File: config.mk
export PLATFORM = sky130hd
export DESIGN_NAME = sensor_baseline_alarm_monitor_top
export DESIGN_NICKNAME = d
export VERILOG_FILES = /design/src/design/sbam_pkg.sv /design/src/design/sbam_cfg_regs.sv /design/src/design/sbam_core.sv /design/src/design/sensor_baseline_alarm_monitor_top.sv
export SDC_FILE = /design/constraint.sdc
export NUM_CORES = 1
export LEC_CHECK = 0
export ABC_AREA = 1
export BUFFER_PORTS_ARGS = -buffer_cell sky130_fd_sc_hd__buf_2
export CELL_PAD_IN_SITES_DETAIL_PLACEMENT = 1
export CELL_PAD_IN_SITES_GLOBAL_PLACEMENT = 2
export CORE_ASPECT_RATIO = 1.5
export CORE_MARGIN = 3
export CORE_UTILIZATION = 34
export DETAILED_ROUTE_END_ITERATION = 16
export PLACE_DENSITY_LB_ADDON = 0.15
export SLEW_MARGIN = 20
export SYNTH_ARGS = -nofsm -noshare
export SYNTH_HDL_FRONTEND = slang
export SYNTH_SLANG_ARGS = --single-unit
export TNS_END_PERCENT = 20
File: constraint.sdc
create_clock -name clk_i -period 12.91 [get_ports clk_i]
set_input_delay 0.6455 -clock clk_i [delete_from_list [all_inputs] [get_ports clk_i]]
set_output_delay 0.6455 -clock clk_i [all_outputs]
set_load 0.02 [all_outputs]
File: src/design/sbam_pkg.sv
`timescale 1ns / 1ps
`default_nettype none

package sbam_pkg;

  // Fixed field widths of the stream and configuration ports.
  localparam int unsigned ADC_W       = 10;
  localparam int unsigned ADC_MAX     = 1023;
  localparam int unsigned TIMER_W     = 22;
  localparam int unsigned DEB_W       = 11;
  localparam int unsigned TICKS_W     = 10;
  localparam int unsigned MARGIN_W    = 14;
  localparam int unsigned DIFF_OUT_W  = 23;
  localparam int unsigned IN_TDATA_W  = 16;
  localparam int unsigned OUT_TDATA_W = 32;
  localparam int unsigned CFG_IDX_W   = 3;
  localparam int unsigned CFG_DATA_W  = 22;

  localparam logic [TIMER_W-1:0]    TIMER_MAX = {TIMER_W{1'b1}};
  localparam logic [DEB_W-1:0]      DEB_MAX   = 11'd1024;
  localparam logic [DIFF_OUT_W-1:0] DIFF_MAX  = {DIFF_OUT_W{1'b1}};

  // Register reset values.
  localparam logic [TIMER_W-1:0]  WARMUP_RST    = 22'd900000;
  localparam logic [TICKS_W-1:0]  DEBOUNCE_RST  = 10'd50;
  localparam logic [TICKS_W-1:0]  INTERVAL_RST  = 10'd10;
  localparam logic [TICKS_W-1:0]  SPACING_RST   = 10'd20;
  localparam int unsigned         ALERT_MARGIN_RST  = 640;
  localparam int unsigned         NORMAL_MARGIN_RST = 480;

  typedef enum logic [CFG_IDX_W-1:0] {
    CFG_WARMUP        = 3'd0,
    CFG_DEBOUNCE      = 3'd1,
    CFG_READ_INTERVAL = 3'd2,
    CFG_CALIB_SPACING = 3'd3,
    CFG_ALERT_MARGIN  = 3'd4,
    CFG_NORMAL_MARGIN = 3'd5
  } cfg_idx_e;

  typedef enum logic [1:0] {
    PHASE_OFF  = 2'd0,
    PHASE_WARM = 2'd1,
    PHASE_CAL  = 2'd2,
    PHASE_MEAS = 2'd3
  } phase_e;

  typedef enum logic [1:0] {
    LAMP_DARK   = 2'd0,
    LAMP_YELLOW = 2'd1,
    LAMP_GREEN  = 2'd2,
    LAMP_RED    = 2'd3
  } lamp_e;

  typedef struct packed {
    logic [TIMER_W-1:0] warmup_ticks;
    logic [TICKS_W-1:0] debounce_ticks;
    logic [TICKS_W-1:0] read_interval_ticks;
    logic [TICKS_W-1:0] calib_spacing_ticks;
  } cfg_t;

  typedef struct packed {
    logic [DIFF_OUT_W-1:0] scaled_difference;
    logic                  alert_now;
    logic                  verdict_valid;
    phase_e                run_phase;
    lamp_e                 lamp_code;
  } result_t;

endpackage

`default_nettype wire

File: src/design/sbam_cfg_regs.sv
`timescale 1ns / 1ps
`default_nettype none

// Configuration registers. The two margins are stored already multiplied by
// AVG_SAMPLES * CALIB_SAMPLES, which is the only form the comparator needs.
module sbam_cfg_regs #(
  parameter int unsigned AVG_SAMPLES   = 50,
  parameter int unsigned CALIB_SAMPLES = 100,
  localparam int unsigned AC    = AVG_SAMPLES * CALIB_SAMPLES,
  localparam int unsigned AC_W  = $clog2(AC + 1),
  localparam int unsigned THR_W = sbam_pkg::MARGIN_W + AC_W
) (
  input  wire logic                            clk_i,
  input  wire logic                            rst_ni,
  input  wire logic                            wr_en_i,
  input  wire logic [sbam_pkg::CFG_IDX_W-1:0]  wr_idx_i,
  input  wire logic [sbam_pkg::CFG_DATA_W-1:0] wr_data_i,
  output sbam_pkg::cfg_t                       cfg_o,
  output logic [THR_W-1:0]                     alert_thr_o,
  output logic [THR_W-1:0]                     normal_thr_o
);

  localparam logic [THR_W-1:0] ALERT_THR_RST  = THR_W'(sbam_pkg::ALERT_MARGIN_RST * AC);
  localparam logic [THR_W-1:0] NORMAL_THR_RST = THR_W'(sbam_pkg::NORMAL_MARGIN_RST * AC);

  sbam_pkg::cfg_t     cfg_q;
  logic [THR_W-1:0]   alert_thr_q;
  logic [THR_W-1:0]   normal_thr_q;
  logic [THR_W-1:0]   margin_prod;

  assign margin_prod = THR_W'(wr_data_i[sbam_pkg::MARGIN_W-1:0]) * THR_W'(AC);

  always_ff @(posedge clk_i or negedge rst_ni) begin
    if (!rst_ni) begin
      cfg_q.warmup_ticks        <= sbam_pkg::WARMUP_RST;
      cfg_q.debounce_ticks      <= sbam_pkg::DEBOUNCE_RST;
      cfg_q.read_interval_ticks <= sbam_pkg::INTERVAL_RST;
      cfg_q.calib_spacing_ticks <= sbam_pkg::SPACING_RST;
      alert_thr_q               <= ALERT_THR_RST;
      normal_thr_q              <= NORMAL_THR_RST;
    end else if (wr_en_i) begin
      unique case (wr_idx_i)
        sbam_pkg::CFG_WARMUP: begin
          cfg_q.warmup_ticks <= wr_data_i[sbam_pkg::TIMER_W-1:0];
        end
        sbam_pkg::CFG_DEBOUNCE: begin
          cfg_q.debounce_ticks <= wr_data_i[sbam_pkg::TICKS_W-1:0];
        end
        sbam_pkg::CFG_READ_INTERVAL: begin
          cfg_q.read_interval_ticks <= wr_data_i[sbam_pkg::TICKS_W-1:0];
        end
        sbam_pkg::CFG_CALIB_SPACING: begin
          cfg_q.calib_spacing_ticks <= wr_data_i[sbam_pkg::TICKS_W-1:0];
        end
        sbam_pkg::CFG_ALERT_MARGIN: begin
          alert_thr_q <= margin_prod;
        end
        sbam_pkg::CFG_NORMAL_MARGIN: begin
          normal_thr_q <= margin_prod;
        end
        default: begin
        end
      endcase
    end
  end

  assign cfg_o        = cfg_q;
  assign alert_thr_o  = alert_thr_q;
  assign normal_thr_o = normal_thr_q;

endmodule

`default_nettype wire

File: src/design/sbam_core.sv
`timescale 1ns / 1ps
`default_nettype none

// Tick engine: debouncer, phase sequencer, sample accumulator and hysteresis
// comparator. All state advances by one tick when step_i is high.
module sbam_core #(
  parameter int unsigned AVG_SAMPLES   = 50,
  parameter int unsigned CALIB_SAMPLES = 100,
  localparam int unsigned AC     = AVG_SAMPLES * CALIB_SAMPLES,
  localparam int unsigned AC_W   = $clog2(AC + 1),
  localparam int unsigned THR_W  = sbam_pkg::MARGIN_W + AC_W
) (
  input  wire logic                       clk_i,
  input  wire logic                       rst_ni,
  input  wire logic                       step_i,
  input  wire logic                       button_level_i,
  input  wire logic [sbam_pkg::ADC_W-1:0] adc_sample_i,
  input  wire sbam_pkg::cfg_t             cfg_i,
  input  wire logic [THR_W-1:0]           alert_thr_i,
  input  wire logic [THR_W-1:0]           normal_thr_i,
  output sbam_pkg::result_t               result_o
);

  localparam int unsigned MAXN   = (AVG_SAMPLES > CALIB_SAMPLES) ? AVG_SAMPLES : CALIB_SAMPLES;
  localparam int unsigned SUM_W  = $clog2(MAXN * sbam_pkg::ADC_MAX + 1);
  localparam int unsigned CNT_W  = $clog2(MAXN + 1);
  localparam int unsigned DIFF_W = $clog2(AC * sbam_pkg::ADC_MAX + 1);
  localparam int unsigned CMP_W  = (DIFF_W + 4 > THR_W) ? DIFF_W + 4 : THR_W;
  localparam int unsigned EXT_W  =
    (DIFF_W > sbam_pkg::DIFF_OUT_W) ? DIFF_W : sbam_pkg::DIFF_OUT_W + 1;
  localparam int unsigned TW     = sbam_pkg::TIMER_W;

  logic                       power_q, power_d;
  sbam_pkg::phase_e           phase_q, phase_d;
  logic                       stable_q, stable_d;
  logic                       prev_q, prev_d;
  logic [sbam_pkg::DEB_W-1:0] deb_q, deb_d;
  logic [TW-1:0]              ptimer_q, ptimer_d;
  logic [CNT_W-1:0]           cnt_q, cnt_d;
  logic [SUM_W-1:0]           sum_q, sum_d;
  logic [SUM_W-1:0]           base_q, base_d;
  logic                       alert_q, alert_d;
  sbam_pkg::lamp_e            lamp_q, lamp_d;

  logic                              fresh;
  logic                              verdict;
  logic [DIFF_W-1:0]                 prod_a;
  logic [DIFF_W-1:0]                 prod_b;
  logic [DIFF_W-1:0]                 diff;
  logic [CMP_W-1:0]                  diff_x16;
  logic [EXT_W-1:0]                  diff_ext;
  logic [sbam_pkg::TICKS_W-1:0]      spacing;

  always_comb begin
    power_d  = power_q;
    phase_d  = phase_q;
    stable_d = stable_q;
    prev_d   = prev_q;
    deb_d    = deb_q;
    ptimer_d = ptimer_q;
    cnt_d    = cnt_q;
    sum_d    = sum_q;
    base_d   = base_q;
    alert_d  = alert_q;
    lamp_d   = lamp_q;
    fresh    = 1'b0;
    verdict  = 1'b0;
    prod_a   = '0;
    prod_b   = '0;
    diff     = '0;
    diff_x16 = '0;
    spacing  = (cfg_i.calib_spacing_ticks == '0) ? sbam_pkg::TICKS_W'(1)
                                                  : cfg_i.calib_spacing_ticks;

    // The button is only watched outside calibration.
    if (phase_q != sbam_pkg::PHASE_CAL) begin
      if (button_level_i != prev_q) begin
        deb_d = '0;
      end else if (deb_q != sbam_pkg::DEB_MAX) begin
        deb_d = deb_q + 1'b1;
      end
      if (deb_d > sbam_pkg::DEB_W'(cfg_i.debounce_ticks) && button_level_i != stable_q) begin
        stable_d = button_level_i;
        if (!button_level_i) begin
          power_d  = !power_q;
          sum_d    = '0;
          cnt_d    = '0;
          alert_d  = 1'b0;
          ptimer_d = '0;
          if (!power_q) begin
            phase_d = sbam_pkg::PHASE_WARM;
            lamp_d  = sbam_pkg::LAMP_YELLOW;
            fresh   = 1'b1;
          end else begin
            phase_d = sbam_pkg::PHASE_OFF;
            lamp_d  = sbam_pkg::LAMP_DARK;
          end
        end
      end
      prev_d = button_level_i;
    end else if (deb_q != sbam_pkg::DEB_MAX) begin
      deb_d = deb_q + 1'b1;
    end

    if (phase_d == sbam_pkg::PHASE_WARM) begin
      if (!fresh && ptimer_d != sbam_pkg::TIMER_MAX) begin
        ptimer_d = ptimer_d + 1'b1;
      end
      if (ptimer_d >= cfg_i.warmup_ticks) begin
        // First calibration sample is taken on the tick warm-up ends.
        phase_d  = sbam_pkg::PHASE_CAL;
        lamp_d   = sbam_pkg::LAMP_DARK;
        sum_d    = SUM_W'(adc_sample_i);
        cnt_d    = CNT_W'(1);
        ptimer_d = '0;
      end
    end else if (phase_d == sbam_pkg::PHASE_CAL) begin
      if (ptimer_d != sbam_pkg::TIMER_MAX) begin
        ptimer_d = ptimer_d + 1'b1;
      end
      if (ptimer_d >= TW'(spacing)) begin
        ptimer_d = '0;
        if (cnt_d < CNT_W'(CALIB_SAMPLES)) begin
          sum_d = sum_d + SUM_W'(adc_sample_i);
          cnt_d = cnt_d + 1'b1;
        end else begin
          // Baseline is complete; the first measuring sample follows at once.
          base_d   = sum_d;
          sum_d    = '0;
          cnt_d    = '0;
          phase_d  = sbam_pkg::PHASE_MEAS;
          ptimer_d = sbam_pkg::TIMER_MAX;
        end
      end
    end else if (phase_d == sbam_pkg::PHASE_MEAS) begin
      if (ptimer_d != sbam_pkg::TIMER_MAX) begin
        ptimer_d = ptimer_d + 1'b1;
      end
    end

    if (phase_d == sbam_pkg::PHASE_MEAS && ptimer_d >= TW'(cfg_i.read_interval_ticks)) begin
      ptimer_d = '0;
      sum_d    = sum_d + SUM_W'(adc_sample_i);
      cnt_d    = cnt_d + 1'b1;
      if (cnt_d >= CNT_W'(AVG_SAMPLES)) begin
        // Compare the block mean with the baseline by cross-multiplication.
        prod_a   = DIFF_W'(sum_d) * DIFF_W'(CALIB_SAMPLES);
        prod_b   = DIFF_W'(base_d) * DIFF_W'(AVG_SAMPLES);
        diff     = (prod_a >= prod_b) ? prod_a - prod_b : prod_b - prod_a;
        diff_x16 = CMP_W'(diff) << 4;
        if (!alert_q && diff_x16 > CMP_W'(alert_thr_i)) begin
          alert_d = 1'b1;
        end else if (alert_q && diff_x16 < CMP_W'(normal_thr_i)) begin
          alert_d = 1'b0;
        end
        lamp_d  = alert_d ? sbam_pkg::LAMP_RED : sbam_pkg::LAMP_GREEN;
        verdict = 1'b1;
        sum_d   = '0;
        cnt_d   = '0;
      end
    end
  end

  assign diff_ext = EXT_W'(diff);

  always_comb begin
    result_o.lamp_code     = lamp_d;
    result_o.run_phase     = phase_d;
    result_o.verdict_valid = verdict;
    result_o.alert_now     = alert_d;
    if (diff_ext > EXT_W'(sbam_pkg::DIFF_MAX)) begin
      result_o.scaled_difference = sbam_pkg::DIFF_MAX;
    end else begin
      result_o.scaled_difference = diff_ext[sbam_pkg::DIFF_OUT_W-1:0];
    end
  end

  always_ff @(posedge clk_i or negedge rst_ni) begin
    if (!rst_ni) begin
      power_q  <= 1'b0;
      phase_q  <= sbam_pkg::PHASE_OFF;
      stable_q <= 1'b1;
      prev_q   <= 1'b1;
      deb_q    <= '0;
      ptimer_q <= '0;
      cnt_q    <= '0;
      sum_q    <= '0;
      base_q   <= '0;
      alert_q  <= 1'b0;
      lamp_q   <= sbam_pkg::LAMP_DARK;
    end else if (step_i) begin
      power_q  <= power_d;
      phase_q  <= phase_d;
      stable_q <= stable_d;
      prev_q   <= prev_d;
      deb_q    <= deb_d;
      ptimer_q <= ptimer_d;
      cnt_q    <= cnt_d;
      sum_q    <= sum_d;
      base_q   <= base_d;
      alert_q  <= alert_d;
      lamp_q   <= lamp_d;
    end
  end

endmodule

`default_nettype wire

File: src/design/sensor_baseline_alarm_monitor_top.sv
`timescale 1ns / 1ps
`default_nettype none

// Sensor baseline alarm monitor. Every input transaction is one millisecond
// tick that carries the raw button pin and the current converter sample; every
// tick produces exactly one output transaction with the lamp code, the run
// phase, a verdict flag, the hysteresis alert and, on verdict ticks, the scaled
// distance between the block mean and the calibrated baseline (in units of
// 1/(AVG_SAMPLES*CALIB_SAMPLES) count, saturated to 23 bits). A debounced press
// toggles power; power-on runs warm-up, then calibration, then block
// measurement. The block accepts one tick per clock cycle while results drain;
// each tick waits in the input register, then the single-pass next-state
// logic (debounce, phase timers, accumulator, cross-multiplied compare) loads
// the result register. While a finished result waits for the downstream side,
// the input register still takes one more tick and then holds it until the
// result drains. No clearing pass is needed after reset.
// Configuration writes are taken in any cycle (cfg_ready_o is always high) but
// must only be issued while no tick is in flight; the two margin registers are
// stored premultiplied by AVG_SAMPLES*CALIB_SAMPLES at write time.
module sensor_baseline_alarm_monitor_top #(
  parameter int unsigned AVG_SAMPLES   = 50,
  parameter int unsigned CALIB_SAMPLES = 100
) (
  input  wire logic                             clk_i,
  input  wire logic                             rst_ni,
  // Tick input. tdata: [0] button_level, [10:1] adc_sample, [15:11] zero.
  input  wire logic                             s_axis_tvalid,
  output logic                                  s_axis_tready,
  input  wire logic [sbam_pkg::IN_TDATA_W-1:0]  s_axis_tdata,
  // Tick result. tdata: [1:0] lamp_code, [3:2] run_phase, [4] alert_now,
  // [27:5] scaled_difference, [31:28] zero. tuser: [0] verdict_valid.
  output logic                                  m_axis_tvalid,
  input  wire logic                             m_axis_tready,
  output logic [sbam_pkg::OUT_TDATA_W-1:0]      m_axis_tdata,
  output logic                                  m_axis_tuser,
  // Register write channel.
  input  wire logic                             cfg_valid_i,
  output logic                                  cfg_ready_o,
  input  wire logic [sbam_pkg::CFG_IDX_W-1:0]   cfg_index_i,
  input  wire logic [sbam_pkg::CFG_DATA_W-1:0]  cfg_data_i
);

  localparam int unsigned AC    = AVG_SAMPLES * CALIB_SAMPLES;
  localparam int unsigned AC_W  = $clog2(AC + 1);
  localparam int unsigned THR_W = sbam_pkg::MARGIN_W + AC_W;
  localparam int unsigned PAD_W =
    sbam_pkg::OUT_TDATA_W - sbam_pkg::DIFF_OUT_W - 5;

  sbam_pkg::cfg_t              cfg;
  logic [THR_W-1:0]            alert_thr;
  logic [THR_W-1:0]            normal_thr;
  sbam_pkg::result_t           result;

  // Input register.
  logic                        in_vld_q, in_vld_d;
  logic                        in_lvl_q;
  logic [sbam_pkg::ADC_W-1:0]  in_smp_q;
  logic                        in_take;

  // Result register.
  logic                        out_vld_q, out_vld_d;
  sbam_pkg::result_t           out_q;

  // A tick advances when it is held and the result slot is free or draining.
  logic                        advance;

  assign advance       = in_vld_q && (!out_vld_q || m_axis_tready);
  assign s_axis_tready = !in_vld_q || advance;
  assign in_take       = s_axis_tvalid && s_axis_tready;
  assign cfg_ready_o   = 1'b1;

  always_comb begin
    in_vld_d = in_vld_q;
    if (in_take) begin
      in_vld_d = 1'b1;
    end else if (advance) begin
      in_vld_d = 1'b0;
    end
    out_vld_d = out_vld_q;
    if (advance) begin
      out_vld_d = 1'b1;
    end else if (m_axis_tready) begin
      out_vld_d = 1'b0;
    end
  end

  always_ff @(posedge clk_i or negedge rst_ni) begin
    if (!rst_ni) begin
      in_vld_q  <= 1'b0;
      out_vld_q <= 1'b0;
    end else begin
      in_vld_q  <= in_vld_d;
      out_vld_q <= out_vld_d;
    end
  end

  // Payload registers need no reset.
  always_ff @(posedge clk_i) begin
    if (in_take) begin
      in_lvl_q <= s_axis_tdata[0];
      in_smp_q <= s_axis_tdata[sbam_pkg::ADC_W:1];
    end
    if (advance) begin
      out_q <= result;
    end
  end

  sbam_cfg_regs #(
    .AVG_SAMPLES  (AVG_SAMPLES),
    .CALIB_SAMPLES(CALIB_SAMPLES)
  ) u_cfg (
    .clk_i       (clk_i),
    .rst_ni      (rst_ni),
    .wr_en_i     (cfg_valid_i && cfg_ready_o),
    .wr_idx_i    (cfg_index_i),
    .wr_data_i   (cfg_data_i),
    .cfg_o       (cfg),
    .alert_thr_o (alert_thr),
    .normal_thr_o(normal_thr)
  );

  sbam_core #(
    .AVG_SAMPLES  (AVG_SAMPLES),
    .CALIB_SAMPLES(CALIB_SAMPLES)
  ) u_core (
    .clk_i         (clk_i),
    .rst_ni        (rst_ni),
    .step_i        (advance),
    .button_level_i(in_lvl_q),
    .adc_sample_i  (in_smp_q),
    .cfg_i         (cfg),
    .alert_thr_i   (alert_thr),
    .normal_thr_i  (normal_thr),
    .result_o      (result)
  );

  assign m_axis_tvalid = out_vld_q;
  assign m_axis_tdata  = {{PAD_W{1'b0}}, out_q.scaled_difference, out_q.alert_now,
                          out_q.run_phase, out_q.lamp_code};
  assign m_axis_tuser  = out_q.verdict_valid;

endmodule

`default_nettype wire

==> results.md <==
- Layout Nets: 3970
- Status: complete, but fails checks
- Async set or reset register ratio after synthesis: 82.5%
- Cell Rows: 114
- Antenna Nets Post-Route: 0
- Hold Crit Start: s_axis_tdata[2]
- Final Wtd Congestion: 0.887
- Synth-to-Final Area Change: 31.1%
- IO Port Bufs: 70
- Critical path endpoint category: register
- Initial antenna violation count: 0
- Post-Place Setup Slack: -1750 ps
- Skew-Pair Late Insertion Delay: 610 ps
- Die Width: 216 um
- Fmax: 72.4 MHz
- Total wire length: 82900 um
- Initial core utilization: 34.5%
- Failing checks: negative setup slack
- Vias per inst: 4.97
- Top FF cell, synth: dfrtp_1
- Avg Cell Area, Syn: 7.47 sq um
- Worst-path clk slew: 60 ps
- TritonCTS Sinks: 223
- Gr usage total: 23.7%
- Final Cycle Share: 107%
- Root buffer cell: clkbuf_16
- Fin worst setup slack: -897 ps
- Antenna diodes: 0
- CP max FO: 10
- I/O pins: 82
- H-tree Lvls: 1
- DR iter-0 viols: 816
- Reg-to-Reg Start: u_core.deb_q[4]
- Die area: 69100 sq um
- Routed len/inst: 18.7 um
- Number of enable flip-flop cells after synthesis: 39
- Vias in the first global route: 24300
- DRC: 0
- Crit path launch type: register
- Post-DP HPWL: 66200 um
- Layout Skew: 37.1 ps
- CTS Buf Count: 28
- Slew @ Worst Pin: 1070 ps
- Seq/Total Area, Yosys: 26.0%
- Yosys cell types: 66
- Max Slew Vio Count: 0
- Via count: 22000
- Synth Cell Area: 22400 sq um
- Worst min path class: in2reg
- Unrepaired setup endpoints after global routing: true
- FF+latch count, synth: 223
- Final min period: 13810 ps
- CTS tree: built
- Post-synthesis instance total: 3000
- Critical Path RT: 13460 ps
- Critical path class: reg2reg
- Max-cap violations: 0
- First-pass GRT wire length: 131000 um
- Setup crit start: u_core.deb_q[4]
- Slowest-stage cell, CP: fa_1
- Die height: 320 um
- WP data arrival: 14360 ps
- Core area: 64900 sq um
- Share of cells above drive strength 1: 25.5%
- Max_slew headroom: 28.3%
- Peak per-stage delay on the critical path: 530 ps
- Grt total ovfl: 0
- Synth warnings: 0
- Final Hold Violating Endpoints: 0
- DR pass1 iterations: 6
- Largest net degree at the start of global routing: 74
- Final setup viols: 4
- CTS max path bufs: 3
==> kinds of logic after synthesis <==
group / share of synthesized area [%]
AND/OR/NAND/NOR: 19.3
buffers and inverters: 12.0
AO/OA/AOI/OAI: 14.7
adder cells (fa/ha/maj): 23.7
flip-flops: 26.0
XOR/XNOR: 4.02
multiplexers: 0.184
other: 0.0335
==> through the flow <==
step	setup TNS, ps	instances	hold slack (ps)	area, sq um	utilization [%]
after floorplan	-2090	3004	350	22700	-
after global placement	-5410	4320	461	27100	41.7
after detailed placement	-6810	4320	465	27100	41.7
after CTS	-3940	4393	192	28400	43.8
after global routing	-9590	4425	202	29400	45.3
final	-3420	4425	235	29400	45.3
==> synthesized netlist by cell type, types with 3 or more instances <==
master	number	area, sq um
a21o_1	7	52.6
nand2_1	555	2080
o21ai_1	7	35.0
buf_2	8	40.0
or2_2	7	43.8
xor2_1	82	718
and2_1	6	37.5
nor3_1	10	50.1
nor2_1	208	781
xnor2_1	19	166
o21bai_1	21	158
a221oi_1	3	26.3
ha_1	334	4180
buf_6	7	78.8
a22o_1	4	35.0
buf_8	3	45.0
edfxtp_1	39	1170
nor3_2	3	30.0
a31oi_1	10	62.6
o211ai_1	15	113
buf_4	15	113
o31ai_1	5	37.5
nor2_2	10	62.6
inv_2	6	22.5
a21oi_1	201	1010
nand2_4	5	56.3
nand4_1	26	163
nand3_1	134	671
clkbuf_1	55	206
fa_1	57	1140
dfstp_2	34	893
and3_1	3	18.8
nand3_2	9	90.1
inv_1	581	2180
nor4_1	12	75.1
dfrtp_1	150	3750
nand2_2	11	68.8
o21a_1	9	67.6
a21oi_2	6	52.6
o22ai_1	28	175
o21ai_0	257	1290
nand3b_1	3	22.5
mux2i_1	3	30.0
==> final timing paths <==
kind	depth (start not counted)	slack (ps)	endpoint
min in group asynchronous	2	650	u_cfg.alert_thr_o[22]
worst min register to register	2	480	u_core.base_q[5]
worst max register to register	91	-900	u_core.lamp_q[0]
worst min-delay path	1	240	in_smp_q[1]
max in group asynchronous	3	10870	u_core.sum_q[14]
worst max-delay path	91	-900	u_core.lamp_q[0]
==> worst max-delay path, delay by kind of cell, from the launching register on <==
| kind | cells | cell delay, ps |
|---|---|---|
| buffers and inverters | 22 | 2270 |
| DFF | 1 | 360 |
| adders and majority gates | 10 | 2940 |
| and+or+nand+nor | 40 | 4730 |
| xor gates and xnor gates | 5 | 1160 |
| AOI/OAI and AO/OA | 14 | 2250 |
==> flip-flops by register name, summed over array words and instances (netlist names), 2 cells and up <==
register	cells
in_smp_q	10
m_axis_tdata	27
u_cfg.alert_thr_o	24
u_cfg.cfg_o	52
u_cfg.normal_thr_o	24
u_core.base_q	17
u_core.cnt_q	7
u_core.deb_q	11
u_core.lamp_q	2
u_core.phase_q	2
u_core.ptimer_q	22
u_core.sum_q	17
==> cells in the final DEF, fill, tap and decap left out, drive strengths merged, types with 3 or more instances in the layout <==
cell / n
nand3: 143
a21o: 7
inv: 586
o21bai: 22
fa: 57
ha: 334
xnor2: 19
clkinv: 13
nand4: 29
nand2: 571
or2: 8
nor2: 219
and2: 6
nand3b: 3
buf: 585
nor4: 12
o21ai: 264
clkbuf: 37
o211ai: 15
a221oi: 3
clkinvlp: 3
edfxtp: 39
xor2: 83
a31oi: 10
conb: 6
mux2i: 3
a21oi: 207
nor3: 13
o31ai: 5
a22o: 4
o21a: 9
dfstp: 34
dfrtp: 150
o22ai: 28
and3: 3
==> metal layers <==
metal  wire, um  up-vias  GRT usage (%)
li1           -    10800              -
met1      33200    10800           26.8
met2      44600      262           46.2
met3       1770      133           1.88
met4       3390        0           8.60
met5          0        -              0
==> what timing repair did <==
action	in CTS	in global routing
setup endpoints to repair	5	25
buffers inserted	20	35
resized for setup	61	135
pin swaps	40	128
hold endpoints to repair	10	0
hold buffers	1	0
==> cell type report <==
class	instances	area, sq um
Timing Repair Buffer	587	4310
Fill cell	8036	35500
Sequential cell	223	5820
Inverter	588	2220
Multi-Input combinational cell	2105	15000
Tap cell	870	1090
Clock inverter	16	183
Clock buffer	36	772
Power is not shown: default switching activity piles up to over one toggle a cycle in this logic, so the estimate is an artifact.
